### src/rmj_pkg.sv
package rmj_pkg;

   // default number format, signed Q16.16
   localparam int unsigned DataWidthDef = 32;
   localparam int unsigned FracBitsDef  = 16;

endpackage

### src/rmj_sqrt.sv
module rmj_sqrt #(
   parameter int unsigned W      = rmj_pkg::DataWidthDef,
   parameter int unsigned SIDE_W = 1
) (
   input  logic              clock,
   input  logic              en,
   input  logic [2*W-1:0]    rad,
   input  logic [SIDE_W-1:0] side_in,
   output logic [W-1:0]      root,
   output logic [SIDE_W-1:0] side_out
);
   import rmj_pkg::*;

   // one root bit per stage, two radicand bits consumed per stage
   logic [W+1:0]     rem_ff  [W];
   logic [W-1:0]     root_ff [W];
   logic [2*W-1:0]   rad_ff  [W];
   logic [SIDE_W-1:0] side_ff [W];

   for (genvar i = 0; i < W; i++) begin : g_step
      logic [W+1:0]      rem_p;
      logic [W-1:0]      root_p;
      logic [2*W-1:0]    rad_p;
      logic [SIDE_W-1:0] side_p;
      logic [W+1:0]      cur;
      logic [W+2:0]      dif;

      if (i == 0) begin : g_first
         assign rem_p  = '0;
         assign root_p = '0;
         assign rad_p  = rad;
         assign side_p = side_in;
      end else begin : g_next
         assign rem_p  = rem_ff[i-1];
         assign root_p = root_ff[i-1];
         assign rad_p  = rad_ff[i-1];
         assign side_p = side_ff[i-1];
      end

      assign cur = {rem_p[W-1:0], rad_p[2*W-1 -: 2]};
      assign dif = {1'b0, cur} - {1'b0, root_p, 2'b01};

      always_ff @(posedge clock) begin
         if (en) begin
            if (!dif[W+2]) begin
               rem_ff[i]  <= dif[W+1:0];
               root_ff[i] <= {root_p[W-2:0], 1'b1};
            end else begin
               rem_ff[i]  <= cur;
               root_ff[i] <= {root_p[W-2:0], 1'b0};
            end
            rad_ff[i]  <= {rad_p[2*W-3:0], 2'b00};
            side_ff[i] <= side_p;
         end
      end
   end

   assign root     = root_ff[W-1];
   assign side_out = side_ff[W-1];

endmodule

### config.mk
export PLATFORM = sky130hd
export DESIGN_NAME = rmj_sqrt
export DESIGN_NICKNAME = d
export VERILOG_FILES = /design/src/rmj_pkg.sv /design/src/rmj_sqrt.sv
export SDC_FILE = /design/constraint.sdc
export NUM_CORES = 2
export LEC_CHECK = 0
export ABC_CLOCK_PERIOD_IN_PS = 4650
export CAP_MARGIN = 20
export CORE_ASPECT_RATIO = 1.25
export CORE_MARGIN = 1.5
export CORE_UTILIZATION = 35
export DETAILED_ROUTE_END_ITERATION = 8
export DONT_BUFFER_PORTS = 1
export GPL_ROUTABILITY_DRIVEN = 0
export PLACE_DENSITY_LB_ADDON = 0.2
export SKIP_CTS_REPAIR_TIMING = 1
export SLEW_MARGIN = 20
export SYNTH_ARGS = -nofsm -noshare
export SYNTH_HDL_FRONTEND = slang
export SYNTH_MEMORY_MAX_BITS = 65536
export SYNTH_SLANG_ARGS = --single-unit
### constraint.sdc
create_clock -name clock -period 4.65 [get_ports clock]
set_input_delay 0.93 -clock clock [delete_from_list [all_inputs] [get_ports clock]]
set_output_delay 0.93 -clock clock [all_outputs]
set_load 0.03 [all_outputs]
==> metrics.csv <==
metric,value,unit
outcome,finished clean,
async_flop_share,0,%
initial_core_util,35.2,%
post-dp-hpwl,159,mm
cts_tree,built,
io_pins,100,
fin_total_pwr,64900,uW
netlist_area,114000,um2
row_count,233,
synth_edf_count,2496,
synthTopCellsByArea,"edfxtp_1, ha_1, xor2_1",
yosysWarnings,0,
startpoint_type,flip-flop,
yosysTopAreaCell,edfxtp_1,
setup_ws,0.300,ns
max_cap_viol_count,0,
drt_iter0_markers,3555,
synth_cells,8650,
routed_wl,225,mm
die_area,328000,um2
hp-class,input pin to flip-flop,
path_clk_slew,0.06,ns
portBuffers,0,
via_count,65600,
drive_gt1_share,6.93,%
relSlewSlack,28.8,%
arrival,4.95,ns
drcViolationCount,0,
cp_cell_sequence,"ha_1, o211ai_1, a21oi_1, a211o_1, nand3_1, o21ai_0, a21oi_1, o31ai_1, o21ai_0, inv_1, buf_4, mux2_2",
report.final.slew_viol_count,0,
htree_levels,5,
synth_fp_nets,9249,
fmaxAchievable,0.230,GHz
grt_pass1_vias,66800,
grt_start_max_net_pins,184,
whs,0.157,ns
r2r-start,rem_ff[1][443],
synth_top_area_share,65.9,%
cp.required,5.25,ns
via_per_inst,4.93,
tightest_slew,1.07,ns
synth_ff_type,edfxtp_1,
fin_nets,9464,
slowest_delay,0.53,ns
cp-startpoint,rem_ff[1][443],
die_h,640,um
skew,0.0565,ns
track_usage,13.4,%
fin_setup_tns,0,ns
crit_slowest_cell,o21ai_0,
yosysSeqAreaShare,66.0,%
finalHoldViolCount,0,
grt_pass1_wl,355,mm
rsz0062_at_grt,false,
max-vdd-ir-drop,343,uV
root_buffer,clkbuf_16,
overflow,0,
clk_path_buf_depth,4,
p_leak,0.0482,uW
wl_per_cell,16.9,um
dp_slack,0.377,ns
area_growth,12.9,%
timing.final.crit_share,93.5,%
clkLatencyLatePin,0.85,ns
numCtsBuffers,284,
path_class,flip-flop to flip-flop,
cts.sinks,2497,
synth-seq-cells,2497,
antenna_found_initial,2,
period_needed,4.35,ns
die_w,513,um
setup_viol,0,
synth.distinct_cells,87,
min_from,rad[52],
path_max_fanout,47,
p_per_area,506,nW/um2
avgSynthCellArea,13.1,um2
dr.pass1.iters,5,
critical_path.endpoint_type,flip-flop,
fp.coreArea,323000,um2
drtAntennaViolNets,0,
logic make-up after synthesis:
family,synth area share (%)
flops,66.0
simple gates,9.29
compound gates,9.43
buf+inv,2.98
xor+xnor,5.92
fa+ha+maj,5.86
mux,0.557
registers in the layout (all words and copies together), names as in the netlist:
register	flops
root_ff	528
rad_ff	992
rem_ff	945
side_ff	32
metal layers:
metal | wire length [um] | vias to the layer above | global-route usage, %
met5 | 0 | - | 0
met4 | 13500 | 0 | 7.66
met3 | 8560 | 609 | 2.28
met2 | 115000 | 1294 | 24.6
met1 | 88700 | 31500 | 14.5
li1 | - | 32300 | -
metrics by stage:
step,cell area (um2),std cells,util (%)
floorplan,114000,8650,-
global route,128000,13300,39.8
detailed placement,119000,12800,37.0
finish,128000,13300,39.8
global placement,119000,12800,37.0
CTS,128000,13300,39.8
layout by cell type (no fill, tap or decap), types with 15 or more instances in the layout:
cell	instances
clkbuf_16	292
nand3_1	102
bufinv_16	22
or2_2	42
buf_4	88
a211oi_1	44
nor2_1	399
and2_1	52
xnor2_1	352
o2111ai_1	15
nand3b_1	20
clkinv_1	69
nand2_1	711
or4_1	51
buf_12	17
ha_1	532
o21ai_0	599
edfxtp_1	2496
nor4_1	83
nor3_1	198
o31ai_1	36
a21oi_1	442
and3_1	54
inv_1	722
a21o_1	215
nor4b_1	21
xor2_1	416
clkbuf_1	55
a211o_1	18
or3_1	95
nor2b_1	78
mux2_2	50
o211ai_1	42
o21bai_1	46
clkinv_2	34
nand4_1	37
nand2b_1	129
a31oi_1	52
o21a_1	97
final timing paths:
kind / to / depth (start not counted) / slack, ns
worst min-delay path: rad_ff[0][52] / 0 / 0.16
worst min register to register: rad_ff[1][238] / 0 / 0.40
worst max-delay path: rem_ff[1][485] / 12 / 0.30
worst max register to register: rem_ff[1][485] / 12 / 0.30
report_power, final:
part	internal (uW)	switching [uW]
clock network	12800	8950
registers	28600	1780
logic	5480	7370
synthesized netlist by cell type (all sizes together) (15+ instances only):
library cell,instances
a211o,18
a211oi,46
a21o,215
a21oi,444
a31oi,52
and2,52
and3,54
clkbuf,167
edfxtp,2496
ha,532
inv,722
mux2,50
nand2,711
nand2b,129
nand3,102
nand3b,20
nand4,37
nor2,400
nor2b,79
nor3,200
nor3b,16
nor4,88
nor4b,24
o2111ai,15
o211ai,43
o21a,97
o21ai,601
o21bai,46
o31ai,36
or2,46
or3,96
or4,53
xnor2,352
xor2,416
final cells by class:
cell class | count | area, um2
fillers | 29600 | 194000
flip-flops and latches | 2497 | 75000
multi-input cells | 5252 | 35400
clock buffers | 349 | 7540
well taps | 4230 | 5290
inverters | 724 | 2720
clock inverters | 154 | 1420
repair buffers | 106 | 1030
diodes | 3 | 7.51
critical path: cells and delay by family, from the launching register on:
kind	cells	cell delay, ns
compound gates	7	2.14
mux	1	0.40
buf+inv	2	0.54
fa+ha+maj	1	0.39
simple gates	1	0.20
flops	1	0.40
No activity file was read; power rests on OpenSTA's default activity.
